==> config.mk <==
export PLATFORM = sky130hd
export DESIGN_NAME = series_sin_arctan_ln_unit
export DESIGN_NICKNAME = d
export VERILOG_FILES = /design/src/hdl/ssal_pkg.sv /design/src/hdl/series_sin_arctan_ln_unit.sv /design/src/hdl/ssal_div.sv
export VERILOG_INCLUDE_DIRS = /design/src /design/src/hdl
export SDC_FILE = /design/constraint.sdc
export NUM_CORES = 2
export LEC_CHECK = 0
export BUFFER_PORTS_ARGS = -buffer_cell sky130_fd_sc_hd__buf_2
export CORE_AREA = 2 2 443 445
export DETAILED_ROUTE_END_ITERATION = 12
export DIE_AREA = 0 0 445 447
export PLACE_DENSITY = 0.54
export SYNTH_ARGS = -nofsm -noshare
export SYNTH_HDL_FRONTEND = slang
export SYNTH_SLANG_ARGS = --single-unit
==> constraint.sdc <==
create_clock -name i_clk -period 12.4 [get_ports i_clk]
set_input_delay 0.62 -clock i_clk [delete_from_list [all_inputs] [get_ports i_clk]]
set_output_delay 0.62 -clock i_clk [all_outputs]
set_load 0.005 [all_outputs]
==> src/hdl/series_sin_arctan_ln_unit_assert.svh <==
// ---------------------------------------------------------------------------
// Series evaluation unit: assertion macros
// Shared property forms for the concurrent checks of the series unit.
// ---------------------------------------------------------------------------
`ifndef SERIES_SIN_ARCTAN_LN_UNIT_ASSERT_SVH
`define SERIES_SIN_ARCTAN_LN_UNIT_ASSERT_SVH

// Same-cycle implication, sampled on the rising clock edge outside reset.
`define SSAL_ASSERT_IMPLIES(label, ante, cons, msg) \
    label: assert property (@(posedge i_clk) disable iff (!i_rst_n) \
        (ante) |-> (cons)) else $error(msg);

// Next-cycle implication, sampled on the rising clock edge outside reset.
`define SSAL_ASSERT_NEXT(label, ante, cons, msg) \
    label: assert property (@(posedge i_clk) disable iff (!i_rst_n) \
        (ante) |=> (cons)) else $error(msg);

`endif

==> src/hdl/ssal_pkg.sv <==
// ---------------------------------------------------------------------------
// Series evaluation unit package
// Word types, command and status codes and fixed datapath constants.
// ---------------------------------------------------------------------------
package ssal_pkg;

    // Input word: command and fixed-point argument.
    typedef struct packed {
        logic [1:0]         cmd;
        logic signed [31:0] arg_value;
    } t_in_word;

    // Result word: saturated sum, number of terms and status.
    typedef struct packed {
        logic signed [39:0] series_sum;
        logic [7:0]         terms_used;
        logic [1:0]         status;
    } t_out_word;

    localparam logic [1:0] CMD_SIN  = 2'd0;
    localparam logic [1:0] CMD_ATAN = 2'd1;
    localparam logic [1:0] CMD_LN   = 2'd2;

    localparam logic [1:0] ST_CONV   = 2'd0;
    localparam logic [1:0] ST_LIMIT  = 2'd1;
    localparam logic [1:0] ST_DOMAIN = 2'd2;

    localparam logic [7:0] TERM_LIMIT_RESET = 8'd64;

    // Term magnitudes and powers are clamped to 2^61, so they need 62 bits.
    localparam int unsigned MAG_W = 62;
    localparam logic [MAG_W-1:0] SAT_MAG = {1'b1, {(MAG_W-1){1'b0}}};

    // Running sum: signed, magnitude up to 2^61.
    localparam int unsigned SUM_W = 63;

    // Divisor width: (2k)(2k+1) for k up to 256 stays below 2^19.
    localparam int unsigned DVS_W = 19;
    localparam logic [DVS_W-1:0] DVS_SIN_INIT  = 19'd6;
    localparam logic [DVS_W-1:0] DVS_ATAN_INIT = 19'd3;
    localparam logic [DVS_W-1:0] DVS_LN_INIT   = 19'd2;
    localparam logic [DVS_W-1:0] DVS_SIN_BIAS  = 19'd6;
    localparam logic [DVS_W-1:0] DVS_ATAN_STEP = 19'd2;
    localparam logic [DVS_W-1:0] DVS_LN_STEP   = 19'd1;

endpackage

==> src/hdl/series_sin_arctan_ln_unit.sv <==
// ---------------------------------------------------------------------------
// Series evaluation unit
// Sine, arctangent and natural logarithm of a fixed-point argument by their
// power series, summed term by term on one shared multiplier and divider.
// ---------------------------------------------------------------------------
// Flow: an argument outside the domain goes straight to the output state;
//   else each term runs a check, multiply passes on the 31 x 32 multiplier
//   (two, or one for ln) and a division. Throughput: one word at a time.
// Reset: synchronous, active low; clears the sequencer, the output valid and
//   sets term_limit to 64.
// ---------------------------------------------------------------------------
module series_sin_arctan_ln_unit
    import ssal_pkg::*;
#(
    parameter int unsigned FRAC_BITS = 29
) (
    input  logic      i_clk,
    input  logic      i_rst_n,
    // Input channel.
    input  logic      i_in_valid,
    output logic      o_in_stall,
    input  t_in_word  i_in_word,
    // Result channel.
    output logic      o_out_valid,
    input  logic      i_out_stall,
    output t_out_word o_out_word,
    // Configuration: term_limit.
    input  logic       i_cfg_we,
    input  logic [7:0] i_cfg_data
);

    `include "series_sin_arctan_ln_unit_assert.svh"

    // The multiplier operand is |x| or |x-1|. The latter can reach 2^FRAC_BITS
    // when the fraction is wider than the argument's integer range allows.
    localparam int unsigned OPW    = (FRAC_BITS + 1 > 32) ? FRAC_BITS + 1 : 32;
    localparam int unsigned HALF_W = MAG_W / 2;
    localparam int unsigned PROD_W = MAG_W + OPW;
    localparam int unsigned MULP_W = HALF_W + OPW;

    localparam logic signed [63:0] ONE64   = 64'sd1 <<< FRAC_BITS;
    localparam logic signed [63:0] TWO64   = 64'sd2 <<< FRAC_BITS;
    localparam logic signed [63:0] SUM_MAX = 64'sd1 <<< (MAG_W - 1);
    localparam logic signed [63:0] SUM_MIN = -SUM_MAX;
    localparam logic signed [SUM_W-1:0] OUT_MAX = SUM_W'((64'sd1 <<< 39) - 64'sd1);
    localparam logic signed [SUM_W-1:0] OUT_MIN = SUM_W'(-(64'sd1 <<< 39));

    // One-hot sequencer. A term runs CHECK, then one or two multiply passes
    // (LO, HI, SAT each), then the divider, then back to CHECK.
    typedef enum logic [6:0] {
        S_IDLE    = 7'b0000001,
        S_CHECK   = 7'b0000010,
        S_MUL_LO  = 7'b0000100,
        S_MUL_HI  = 7'b0001000,
        S_MUL_SAT = 7'b0010000,
        S_DIV     = 7'b0100000,
        S_OUT     = 7'b1000000
    } t_state;

    t_state r_state, n_state;
    logic   r_out_valid, n_out_valid;
    logic   r_div_start, n_div_start;
    logic [7:0] r_limit;

    // Datapath registers.
    logic [1:0]              r_cmd, n_cmd;
    logic [OPW-1:0]          r_mb, n_mb;       // |x| or |x-1|
    logic [MAG_W-1:0]        r_mop, n_mop;     // multiplicand of this pass
    logic [PROD_W-1:0]       r_prod, n_prod;
    logic [MAG_W-1:0]        r_pw, n_pw;       // running power, divider input
    logic [MAG_W-1:0]        r_mag, n_mag;     // magnitude of the next term
    logic                    r_neg, n_neg;     // sign of the next term
    logic                    r_uneg, n_uneg;   // x - 1 is negative
    logic                    r_pass, n_pass;
    logic signed [SUM_W-1:0] r_sum, n_sum;
    logic [7:0]              r_used, n_used;
    logic [1:0]              r_status, n_status;
    logic [DVS_W-1:0]        r_dvs, n_dvs;
    t_out_word               r_out_word, n_out_word;

    // Argument decode at acceptance.
    logic signed [63:0] arg_x, arg_u;
    logic [31:0]        arg_ax;
    logic [63:0]        arg_au;
    logic               arg_bad;

    // Shared multiplier, saturation and sum datapath.
    logic [HALF_W-1:0]       mul_a;
    logic [MULP_W-1:0]       mul_p;
    logic [PROD_W-1:0]       prod_sh;
    logic [MAG_W-1:0]        sat_res;
    logic signed [63:0]      sum_ext, mag_ext, sum_new;
    logic signed [SUM_W-1:0] sum_sat;
    logic signed [39:0]      sum_out;

    logic             div_done;
    logic [MAG_W-1:0] div_q;

    ssal_div #(
        .DVD_W (MAG_W),
        .DIV_W (DVS_W)
    ) u_div (
        .i_clk      (i_clk),
        .i_rst_n    (i_rst_n),
        .i_start    (r_div_start),
        .i_dividend (r_pw),
        .i_divisor  (r_dvs),
        .o_done     (div_done),
        .o_quotient (div_q)
    );

    // The argument is a 32-bit signed value; the magnitude of -2^31 still
    // fits an unsigned 32-bit word. Domain tests run on 64-bit values so
    // that any FRAC_BITS in range compares correctly.
    always_comb begin
        arg_x   = {{32{i_in_word.arg_value[31]}}, i_in_word.arg_value};
        arg_ax  = i_in_word.arg_value[31] ? (~i_in_word.arg_value + 32'd1)
                                          : i_in_word.arg_value;
        arg_u   = arg_x - ONE64;
        arg_au  = arg_u[63] ? 64'(-arg_u) : 64'(arg_u);
        arg_bad = (i_in_word.cmd != CMD_SIN && i_in_word.cmd != CMD_ATAN &&
                   i_in_word.cmd != CMD_LN) ||
                  (i_in_word.cmd == CMD_ATAN && {32'd0, arg_ax} > 64'(ONE64)) ||
                  (i_in_word.cmd == CMD_LN && (arg_x <= 64'sd0 || arg_x > TWO64));
    end

    // One 31 x OPW multiplier serves both halves of the 62-bit multiplicand.
    assign mul_a = (r_state == S_MUL_HI) ? r_mop[MAG_W-1:HALF_W] : r_mop[HALF_W-1:0];
    assign mul_p = mul_a * r_mb;

    // Scale back by the fraction width and clamp to 2^61.
    assign prod_sh = r_prod >> FRAC_BITS;
    assign sat_res = (prod_sh > PROD_W'(SAT_MAG)) ? SAT_MAG : prod_sh[MAG_W-1:0];

    // Add or subtract the current term, clamped to +/- 2^61.
    always_comb begin
        sum_ext = {r_sum[SUM_W-1], r_sum};
        mag_ext = {2'b00, r_mag};
        sum_new = r_neg ? (sum_ext - mag_ext) : (sum_ext + mag_ext);
        if (sum_new > SUM_MAX) begin
            sum_sat = SUM_W'(SUM_MAX);
        end else if (sum_new < SUM_MIN) begin
            sum_sat = SUM_W'(SUM_MIN);
        end else begin
            sum_sat = sum_new[SUM_W-1:0];
        end
    end

    // Final clamp to the 40-bit result range.
    always_comb begin
        if (r_sum > OUT_MAX) begin
            sum_out = OUT_MAX[39:0];
        end else if (r_sum < OUT_MIN) begin
            sum_out = OUT_MIN[39:0];
        end else begin
            sum_out = r_sum[39:0];
        end
    end

    // Sequencer and datapath next state.
    always_comb begin
        n_state     = r_state;
        n_out_valid = r_out_valid;
        n_div_start = 1'b0;
        n_cmd       = r_cmd;
        n_mb        = r_mb;
        n_mop       = r_mop;
        n_prod      = r_prod;
        n_pw        = r_pw;
        n_mag       = r_mag;
        n_neg       = r_neg;
        n_uneg      = r_uneg;
        n_pass      = r_pass;
        n_sum       = r_sum;
        n_used      = r_used;
        n_status    = r_status;
        n_dvs       = r_dvs;
        n_out_word  = r_out_word;

        // The output register frees as soon as the consumer takes the word.
        if (r_out_valid && !i_out_stall) begin
            n_out_valid = 1'b0;
        end

        unique case (r_state)
            S_IDLE: begin
                if (i_in_valid) begin
                    n_cmd  = i_in_word.cmd;
                    n_sum  = '0;
                    n_used = '0;
                    n_uneg = arg_u[63];
                    if (arg_bad) begin
                        n_status = ST_DOMAIN;
                        n_state  = S_OUT;
                    end else begin
                        // The first term is the argument itself (or x - 1).
                        if (i_in_word.cmd == CMD_LN) begin
                            n_mb  = arg_au[OPW-1:0];
                            n_pw  = MAG_W'(arg_au);
                            n_mag = MAG_W'(arg_au);
                            n_neg = arg_u[63];
                            n_dvs = DVS_LN_INIT;
                        end else begin
                            n_mb  = OPW'(arg_ax);
                            n_pw  = MAG_W'(arg_ax);
                            n_mag = MAG_W'(arg_ax);
                            n_neg = i_in_word.arg_value[31];
                            n_dvs = (i_in_word.cmd == CMD_SIN) ? DVS_SIN_INIT
                                                               : DVS_ATAN_INIT;
                        end
                        n_state = S_CHECK;
                    end
                end
            end
            S_CHECK: begin
                // A zero term means the sum no longer changes.
                if (r_mag == '0) begin
                    n_status = ST_CONV;
                    n_state  = S_OUT;
                end else if (r_used >= r_limit) begin
                    n_status = ST_LIMIT;
                    n_state  = S_OUT;
                end else begin
                    n_sum   = sum_sat;
                    n_used  = r_used + 8'd1;
                    n_mop   = (r_cmd == CMD_SIN) ? r_mag : r_pw;
                    n_pass  = 1'b0;
                    n_state = S_MUL_LO;
                end
            end
            S_MUL_LO: begin
                n_prod  = PROD_W'(mul_p);
                n_state = S_MUL_HI;
            end
            S_MUL_HI: begin
                n_prod  = r_prod + (PROD_W'(mul_p) << HALF_W);
                n_state = S_MUL_SAT;
            end
            S_MUL_SAT: begin
                // Sine and arctangent multiply by |x| twice, ln once.
                if (r_cmd != CMD_LN && !r_pass) begin
                    n_mop   = sat_res;
                    n_pass  = 1'b1;
                    n_state = S_MUL_LO;
                end else begin
                    n_pw        = sat_res;
                    n_div_start = 1'b1;
                    n_state     = S_DIV;
                end
            end
            S_DIV: begin
                if (div_done) begin
                    n_mag = div_q;
                    // The ln series of x above 1 alternates; below 1 every
                    // term is negative.
                    n_neg = (r_cmd == CMD_LN && r_uneg) ? r_neg : !r_neg;
                    // Sine divisors follow k: (2k)(2k+1) grows by 8k + 6; arctangent steps by 2, ln by 1.
                    if (r_cmd == CMD_SIN) begin
                        n_dvs = r_dvs + DVS_W'({r_used, 3'b000}) + DVS_SIN_BIAS;
                    end else if (r_cmd == CMD_ATAN) begin
                        n_dvs = r_dvs + DVS_ATAN_STEP;
                    end else begin
                        n_dvs = r_dvs + DVS_LN_STEP;
                    end
                    n_state = S_CHECK;
                end
            end
            S_OUT: begin
                if (!r_out_valid || !i_out_stall) begin
                    n_out_word.series_sum = sum_out;
                    n_out_word.terms_used = r_used;
                    n_out_word.status     = r_status;
                    n_out_valid           = 1'b1;
                    n_state               = S_IDLE;
                end
            end
            default: begin
                n_state = S_IDLE;
            end
        endcase
    end

    always_ff @(posedge i_clk) begin
        if (!i_rst_n) begin
            r_state     <= S_IDLE;
            r_out_valid <= 1'b0;
            r_div_start <= 1'b0;
            r_limit     <= TERM_LIMIT_RESET;
        end else begin
            r_state     <= n_state;
            r_out_valid <= n_out_valid;
            r_div_start <= n_div_start;
            if (i_cfg_we) begin
                r_limit <= i_cfg_data;
            end
        end
    end

    always_ff @(posedge i_clk) begin
        r_cmd      <= n_cmd;
        r_mb       <= n_mb;
        r_mop      <= n_mop;
        r_prod     <= n_prod;
        r_pw       <= n_pw;
        r_mag      <= n_mag;
        r_neg      <= n_neg;
        r_uneg     <= n_uneg;
        r_pass     <= n_pass;
        r_sum      <= n_sum;
        r_used     <= n_used;
        r_status   <= n_status;
        r_dvs      <= n_dvs;
        r_out_word <= n_out_word;
    end

    assign o_in_stall  = (r_state != S_IDLE);
    assign o_out_valid = r_out_valid;
    assign o_out_word  = r_out_word;

    // An argument outside the domain yields an empty result.
    `SSAL_ASSERT_IMPLIES(a_domain_empty,
        o_out_valid && o_out_word.status == ST_DOMAIN,
        o_out_word.terms_used == 8'd0 && o_out_word.series_sum == 40'sd0,
        "domain word not empty")

    // Hitting the term cap means exactly term_limit terms were added.
    `SSAL_ASSERT_IMPLIES(a_limit_count,
        o_out_valid && o_out_word.status == ST_LIMIT,
        o_out_word.terms_used == r_limit,
        "term count differs from limit")

    // A division always belongs to a term already added.
    `SSAL_ASSERT_IMPLIES(a_div_has_term,
        r_state == S_DIV,
        r_used != 8'd0,
        "division without a term")

    // An accepted word always starts the sequencer.
    `SSAL_ASSERT_NEXT(a_accept_leaves_idle,
        i_in_valid && !o_in_stall,
        r_state == S_CHECK || r_state == S_OUT,
        "accepted word did not start")

endmodule

==> src/hdl/ssal_div.sv <==
// ---------------------------------------------------------------------------
// Series evaluation unit: serial divider
// Unsigned restoring division, two quotient bits per clock cycle.
// ---------------------------------------------------------------------------
module ssal_div
    import ssal_pkg::*;
#(
    parameter int unsigned DVD_W = 62,
    parameter int unsigned DIV_W = 19
) (
    input  logic             i_clk,
    input  logic             i_rst_n,
    input  logic             i_start,
    input  logic [DVD_W-1:0] i_dividend,
    input  logic [DIV_W-1:0] i_divisor,
    output logic             o_done,
    output logic [DVD_W-1:0] o_quotient
);

    localparam int unsigned ITERS = (DVD_W + 1) / 2;
    localparam int unsigned PAD_W = 2 * ITERS;
    localparam int unsigned CNT_W = $clog2(ITERS + 1);

    logic             r_busy, n_busy;
    logic             r_done, n_done;
    logic [CNT_W-1:0] r_cnt, n_cnt;
    logic [DIV_W-1:0] r_rem, n_rem;
    logic [PAD_W-1:0] r_quo, n_quo;
    logic [DIV_W-1:0] r_dvs, n_dvs;

    always_comb begin
        logic [DIV_W:0]   sh1, sh2;
        logic [DIV_W-1:0] rem1;
        logic             ge1, ge2;
        n_busy = r_busy;
        n_done = 1'b0;
        n_cnt  = r_cnt;
        n_rem  = r_rem;
        n_quo  = r_quo;
        n_dvs  = r_dvs;
        // First step of the pair.
        sh1  = {r_rem, r_quo[PAD_W-1]};
        ge1  = sh1 >= {1'b0, r_dvs};
        rem1 = ge1 ? DIV_W'(sh1 - {1'b0, r_dvs}) : sh1[DIV_W-1:0];
        // Second step of the pair.
        sh2  = {rem1, r_quo[PAD_W-2]};
        ge2  = sh2 >= {1'b0, r_dvs};
        if (i_start) begin
            n_busy = 1'b1;
            n_cnt  = CNT_W'(ITERS);
            n_rem  = '0;
            n_quo  = PAD_W'(i_dividend);
            n_dvs  = i_divisor;
        end else if (r_busy) begin
            n_rem = ge2 ? DIV_W'(sh2 - {1'b0, r_dvs}) : sh2[DIV_W-1:0];
            n_quo = {r_quo[PAD_W-3:0], ge1, ge2};
            n_cnt = r_cnt - CNT_W'(1);
            if (r_cnt == CNT_W'(1)) begin
                n_busy = 1'b0;
                n_done = 1'b1;
            end
        end
    end

    always_ff @(posedge i_clk) begin
        if (!i_rst_n) begin
            r_busy <= 1'b0;
            r_done <= 1'b0;
            r_cnt  <= '0;
        end else begin
            r_busy <= n_busy;
            r_done <= n_done;
            r_cnt  <= n_cnt;
        end
    end

    always_ff @(posedge i_clk) begin
        r_rem <= n_rem;
        r_quo <= n_quo;
        r_dvs <= n_dvs;
    end

    assign o_done     = r_done;
    assign o_quotient = r_quo[DVD_W-1:0];

endmodule
## Word-level counts from Yosys, hierarchy flattened

Index checks and enable logic that the tools add are counted.

| cells by class | value |
|---|---|
| bitwise gates (word level) | 4 |
| add/subtract/negate cells | 14 |
| eq/ne operators | 27 |
| $lt $le $gt $ge | 11 |
| shifts and indexed selects | 0 |
| div/mod/pow operators | 0 |
| $mul | 1 |
| reduce and logical (&&, ||, !) cells | 37 |
| mux-type cells | 75 |

Operators by type and width:

| operator | number |
|---|---|
| $mux W62 | 13 |
| $pmux W62 S2 | 3 |
| $mux W63 | 5 |
| $pmux W94 S2 | 1 |
| $mux W19 | 7 |
| $pmux W63 S2 | 1 |
| $add A94 B94 Y94 | 1 |
| $gt A65 B62 Y1 const B | 1 |
| $add A63 B63 Y64 | 1 |
| $gt A64 B63 Y1 const B | 1 |
| $lt A64 B62 Y1 const B | 1 |
| $mux W32 | 2 |
| $mux W64 | 1 |
| $sub A63 B63 Y64 | 1 |
| $gt A63 B40 Y1 const B | 1 |
| $lt A63 B40 Y1 const B | 1 |
| $mul A31 B32 Y63 | 1 |
| $logic_not A62 Y1 | 1 |
| $neg A33 Y62 | 1 |
| $pmux W7 S7 | 1 |
| $mux W7 | 6 |
| $ge A20 B19 Y1 | 2 |
| $mux W40 | 1 |
| $pmux W19 S2 | 1 |
| other kinds (49) | 114 |

| storage, ports and cells | value |
|---|---|
| word-level logic and storage cells | 195 |
| register bits | 583 |
| output and inout port bits | 52 |
| bits in latches | 0 |
| RAM bits | 0 |
| ROM bits | 0 |
| memories kept | 0 |

## Logic depth before layout (Yosys ltp)

| logic depth | value |
|---|---|
| depth after elaboration | 10 |
| mapped depth | 50 |
| gate-level depth less buffers | 46 |

## By module

Synthesis repeated with hierarchy kept, for this count alone.

| unflattened totals | value |
|---|---|
| cell total of the unflattened synthesis | 7172 |
| area total of the unflattened synthesis | 67409.7 sq um |

By module, submodules not included:

| module | seq. area each (sq um) | cells each | instances | area an instance (sq um) |
|---|---|---|---|---|
| series_sin_arctan_ln_unit | 13252.7 | 6562 | 1 | 60827.1 |
| ssal_div | 2952.8 | 610 | 1 | 6582.6 |

## Worst setup path before layout

No wires, ideal clock.

| timing path | value |
|---|---|
| kind | register to register |
| start | register r_state[4] |
| end | register r_prod[93], data pin |
| library setup time | 0.268 ns |
| stages on the path, launching flop included | 47 |
| arrival | 10.199 ns |
| setup slack | 1.933 ns |
| path buffers | 4 |
| required time | 12.132 ns |
| cells stage by stage | dfxtp_1 > nor4_1 > and3_1 > clkbuf_1 > clkbuf_1 > nand2_1 > nand2_1 > clkbuf_1 > nand2_1 > fa_1 > inv_1 > fa_1 > inv_1 > fa_1 > inv_1 > fa_1 > fa_1 > fa_1 > (+11 left out) > o21a_1 > a21oi_1 > nor2b_1 > o21a_1 > o41ai_1 > xnor2_1 > ha_1 > a21oi_1 > o21ai_0 > a21oi_1 > nor2b_1 > o21ai_0 > nand2b_1 > a21oi_1 > o21a_1 > a211o_1 > nand4_1 > nor3b_1 |

| between the ends | value |
|---|---|
| cells in the longest elaborated chain, start to end | 5 |
| elaborated cells between the ends (all ways) | 6 |
| classes of those cells | 1 x add/sub; 1 x mul; 2 x eq/ne; 2 x mux |

RTL lines:

| element | line | RTL |
|---|---|---|
| from (decl) | series_sin_arctan_ln_unit.sv:60 | `t_state r_state, n_state;` |
| from (signal assigned) | series_sin_arctan_ln_unit.sv:290 | `r_state <= n_state;` |
| $eq A7 B4 Y1 | series_sin_arctan_ln_unit.sv:128, series_sin_arctan_ln_unit.sv:185 |  |
| $mux W31 | series_sin_arctan_ln_unit.sv:128 | `assign mul_a = (r_state == S_MUL_HI) ? r_mop[MAG_W-1:HALF_W] : r_mop[HALF_W-1:0];` |
| $mul A31 B32 Y63 | series_sin_arctan_ln_unit.sv:129 | `assign mul_p = mul_a * r_mb;` |
| $add A94 B94 Y94 | series_sin_arctan_ln_unit.sv:236 | `n_prod = r_prod + (PROD_W'(mul_p) << HALF_W);` |
| $pmux W94 S2 (*) | series_sin_arctan_ln_unit.sv:185 | `unique case (r_state)` |
| to (signal assigned) | series_sin_arctan_ln_unit.sv:303 | `r_prod <= n_prod;` |
| to (decl) | series_sin_arctan_ln_unit.sv:69 | `logic [PROD_W-1:0] r_prod, n_prod;` |

Every way passes the cells marked *; elsewhere a longest branch is shown, timed or not.
A chain may end at the register's enable or synchronous reset.

## Worst setup path in the final report

| timing path | value |
|---|---|
| start | register r_state[4] |
| end | register r_prod[92], data pin |

The elaborated chain is that of the path after synthesis.

==> results_dict.tcl <==
set metrics [dict create \
    drtIter0Drc 3852 \
    use_met2_pct 36.4 \
    core_area_sq_um 194000 \
    hold_buffers 0 \
    ys_warn_count 0 \
    busiest_layer "met2" \
    fmax_mhz 85.2 \
    synth_area_sq_um 67700 \
    antenna_found_initial 20 \
    synth_ff_type "edfxtp_1" \
    worstSetupPathType "reg2reg" \
    cp-end-kind "register" \
    fp.dieArea_sq_um 199000 \
    synth_area_per_cell_sq_um 9.33 \
    min-delay-start "i_cfg_data[0]" \
    cp_max_fo 32 \
    synth_edf_count 511 \
    viasPerCell 5.25 \
    hold_path.class "in2reg" \
    grt_overflow 0 \
    setup_tns_ns 0 \
    rsz0062_at_grt "no" \
    required_ns 12.80 \
    dieWidth_um 445 \
    crit_path_max_incr_delay_ns 0.60 \
    wl_per_cell_um 21.6 \
    htree_levels 3 \
    startpoint "r_state[4]$_SDFFE_PN0P_" \
    drc_errors 0 \
    arrival_ns 12.13 \
    worst-slew-pin-transition_ns 1.27 \
    cts-root-buf "clkbuf_16" \
    cap_viol_max_count 0 \
    final_nets 8592 \
    synthArstFlopShare_pct 0 \
    slew_headroom_pct 14.9 \
    clk_latency_ns 0.66 \
    netlist.top_cell.by_area "fa_1" \
    vias 51500 \
    io_pins 99 \
    grt_use_total_pct 21.5 \
    synthCells 7260 \
    timing.hold.ws_ns 0.227 \
    detail-route-antenna-nets 0 \
    cts_made_buffers 66 \
    ys_seq_elements 554 \
    cts_tree "built" \
    finClkSkew_ns 0.0277 \
    grt_max_degree 83 \
    fin_ws_ns 0.663 \
    grt_use_met1_pct 29.4 \
    grt_pass1_vias 53800 \
    use_met3_pct 2.25 \
    routed_wl_um 212000 \
    r2r-start "r_state[4]$_SDFFE_PN0P_" \
    grt_pass1_wl_um 330000 \
    place_ws_ns 0.364 \
    clk_path_buf_depth 3 \
    area_delta_synth_final_pct 8.90 \
    cpMaxStageDelayCell "fa_1" \
    synth_seq_area_share_pct 23.9 \
    synth_cell_types 82 \
    placedCellCount 9693 \
    status "finished, final reports clean" \
    synth_top_area_share_pct 25.7 \
    synth.most_common_cell "inv_1" \
    synth_nets 8633 \
    startpoint_type "register" \
    first_pass_iters 6 \
    fp.dieH_um 447 \
    clock_sinks 554 \
    clk_pin_slew_worst_paths_ns 0.06 \
    place_congestion 0.919 \
    fin_cells 9814 \
    final_hold_viol_count 0 \
    postCtsSetupBuffers 0 \
    crit_top_cell "fa_1" \
    maxSlewViolCount 0 \
    rows 162 \
    synth_common_cells "inv_1 (1043), nand2_1 (953), fa_1 (870), edfxtp_1 (511), and2_1 (508)" \
    initial_core_util_pct 34.9 \
    final_layout_size_suffix_gt1_share_pct 6.55 \
    netlist_top_cells_area "fa_1 (26%), edfxtp_1 (23%), ha_1 (8.4%)" \
    place.port_buffers 98 \
    fin_crit_ns 11.74 \
    setup_viol 0 \
    post-dp-hpwl_um 168000 \
    min_period_over_period_pct 94.7 \
]
==> area by class of cell <==
type / count / area [sq um]
Fill cell: 19600 / 120000
Multi-Input combinational cell: 5296 / 46300
Sequential cell: 554 / 16200
Inverter: 1044 / 3920
Tap cell: 2542 / 3180
Timing Repair Buffer: 257 / 1910
Clock buffer: 83 / 1760
Clock inverter: 31 / 409
Antenna cell: 7 / 17.5
==> registers in the layout, indices dropped and copies added (netlist names), 8 cells and up <==
register and cells:
r_prod 65, r_sum 63, r_mag 62, r_mop 62, r_pw 62, u_div.o_quotient 62, o_out_word 50, r_mb 32
r_dvs 19, u_div.r_dvs 19, u_div.r_rem 19, r_limit 8, r_used 8
==> metrics by stage <==
stage	utilization, %	cell area (sq um)
detailed placement	36.8	71500
global placement	36.8	71500
global route	38.0	73700
floorplan	-	67700
CTS	38.0	73700
finish	38.0	73800
==> final timing paths <==
check	endpoint	slack [ns]	depth (start not counted)
worst max-delay path	r_prod[92]$_SDFFCE_PN0P_	0.66	43
worst min-delay path	r_limit[0]$_SDFFE_PN0P_	0.23	3
worst max register to register	r_prod[92]$_SDFFCE_PN0P_	0.66	43
worst min register to register	o_out_word[0]$_DFFE_PP_	0.42	0
==> cell families (layout without fill, tap and decap cells) <==
| logic type | count (synthesis) | in the layout | share of synthesized area, % |
|---|---|---|---|
| flip-flops | 554 | 554 | 23.9 |
| AO/OA/AOI/OAI | 1090 | 1090 | 10.1 |
| buffers and inverters | 1410 | 1415 | 7.86 |
| other | 0 | 7 | 0 |
| adder cells (fa/ha/maj) | 1326 | 1326 | 34.1 |
| multiplexers | 160 | 160 | 2.51 |
| AND/OR/NAND/NOR | 2407 | 2407 | 17.4 |
| XOR/XNOR | 313 | 313 | 4.05 |
==> per-layer routing <==
layer,wire [um],up-vias
li1,-,23600
met1,93600,26400
met2,102000,1232
met3,10000,282
met4,5710,6
met5,34,-
==> cell usage in the layout (no fill, tap or decap), types with 15 or more instances in the layout <==
master | synthesis | routed
nand2b_1 | 61 | 61
a21oi_1 | 331 | 329
dfxtp_1 | 43 | 42
nand3_1 | 80 | 79
and2_1 | 508 | 508
o21ai_0 | 269 | 266
o21bai_1 | 66 | 65
buf_12 | 0 | 18
nor4_1 | 45 | 44
nor3_1 | 88 | 87
clkbuf_16 | 0 | 67
or3_1 | 15 | 15
mux2i_1 | 84 | 81
ha_1 | 456 | 456
nor2_1 | 317 | 316
inv_1 | 1043 | 1041
fa_1 | 870 | 870
a211oi_1 | 47 | 47
nor2b_1 | 148 | 148
nand4_1 | 67 | 67
edfxtp_1 | 511 | 511
mux2_2 | 76 | 76
xnor2_1 | 200 | 200
buf_2 | 2 | 98
o211ai_1 | 26 | 26
buf_4 | 1 | 141
and3_1 | 41 | 40
a31oi_1 | 27 | 27
o31ai_1 | 23 | 21
o21a_1 | 39 | 39
xor2_1 | 113 | 113
a21o_1 | 127 | 126
nand2_1 | 953 | 951
==> repair_timing <==
| action | in CTS | in global routing |
|---|---|---|
| gates resized for setup | 0 | 5 |
| endpoints found under the hold margin | 0 | 0 |
| endpoints found under the setup margin | 0 | 14 |
==> critical path, delay by kind of cell (launching register included) <==
| family | cells | cell delay, ns |
|---|---|---|
| xor+xnor | 2 | 0.61 |
| simple gates | 10 | 1.92 |
| fa+ha+maj | 10 | 5.08 |
| compound gates | 13 | 2.60 |
| buf+inv | 8 | 0.87 |
| flops | 1 | 0.34 |
Power is not shown: default switching activity piles up to over one toggle a cycle in this logic, so the estimate is an artifact.
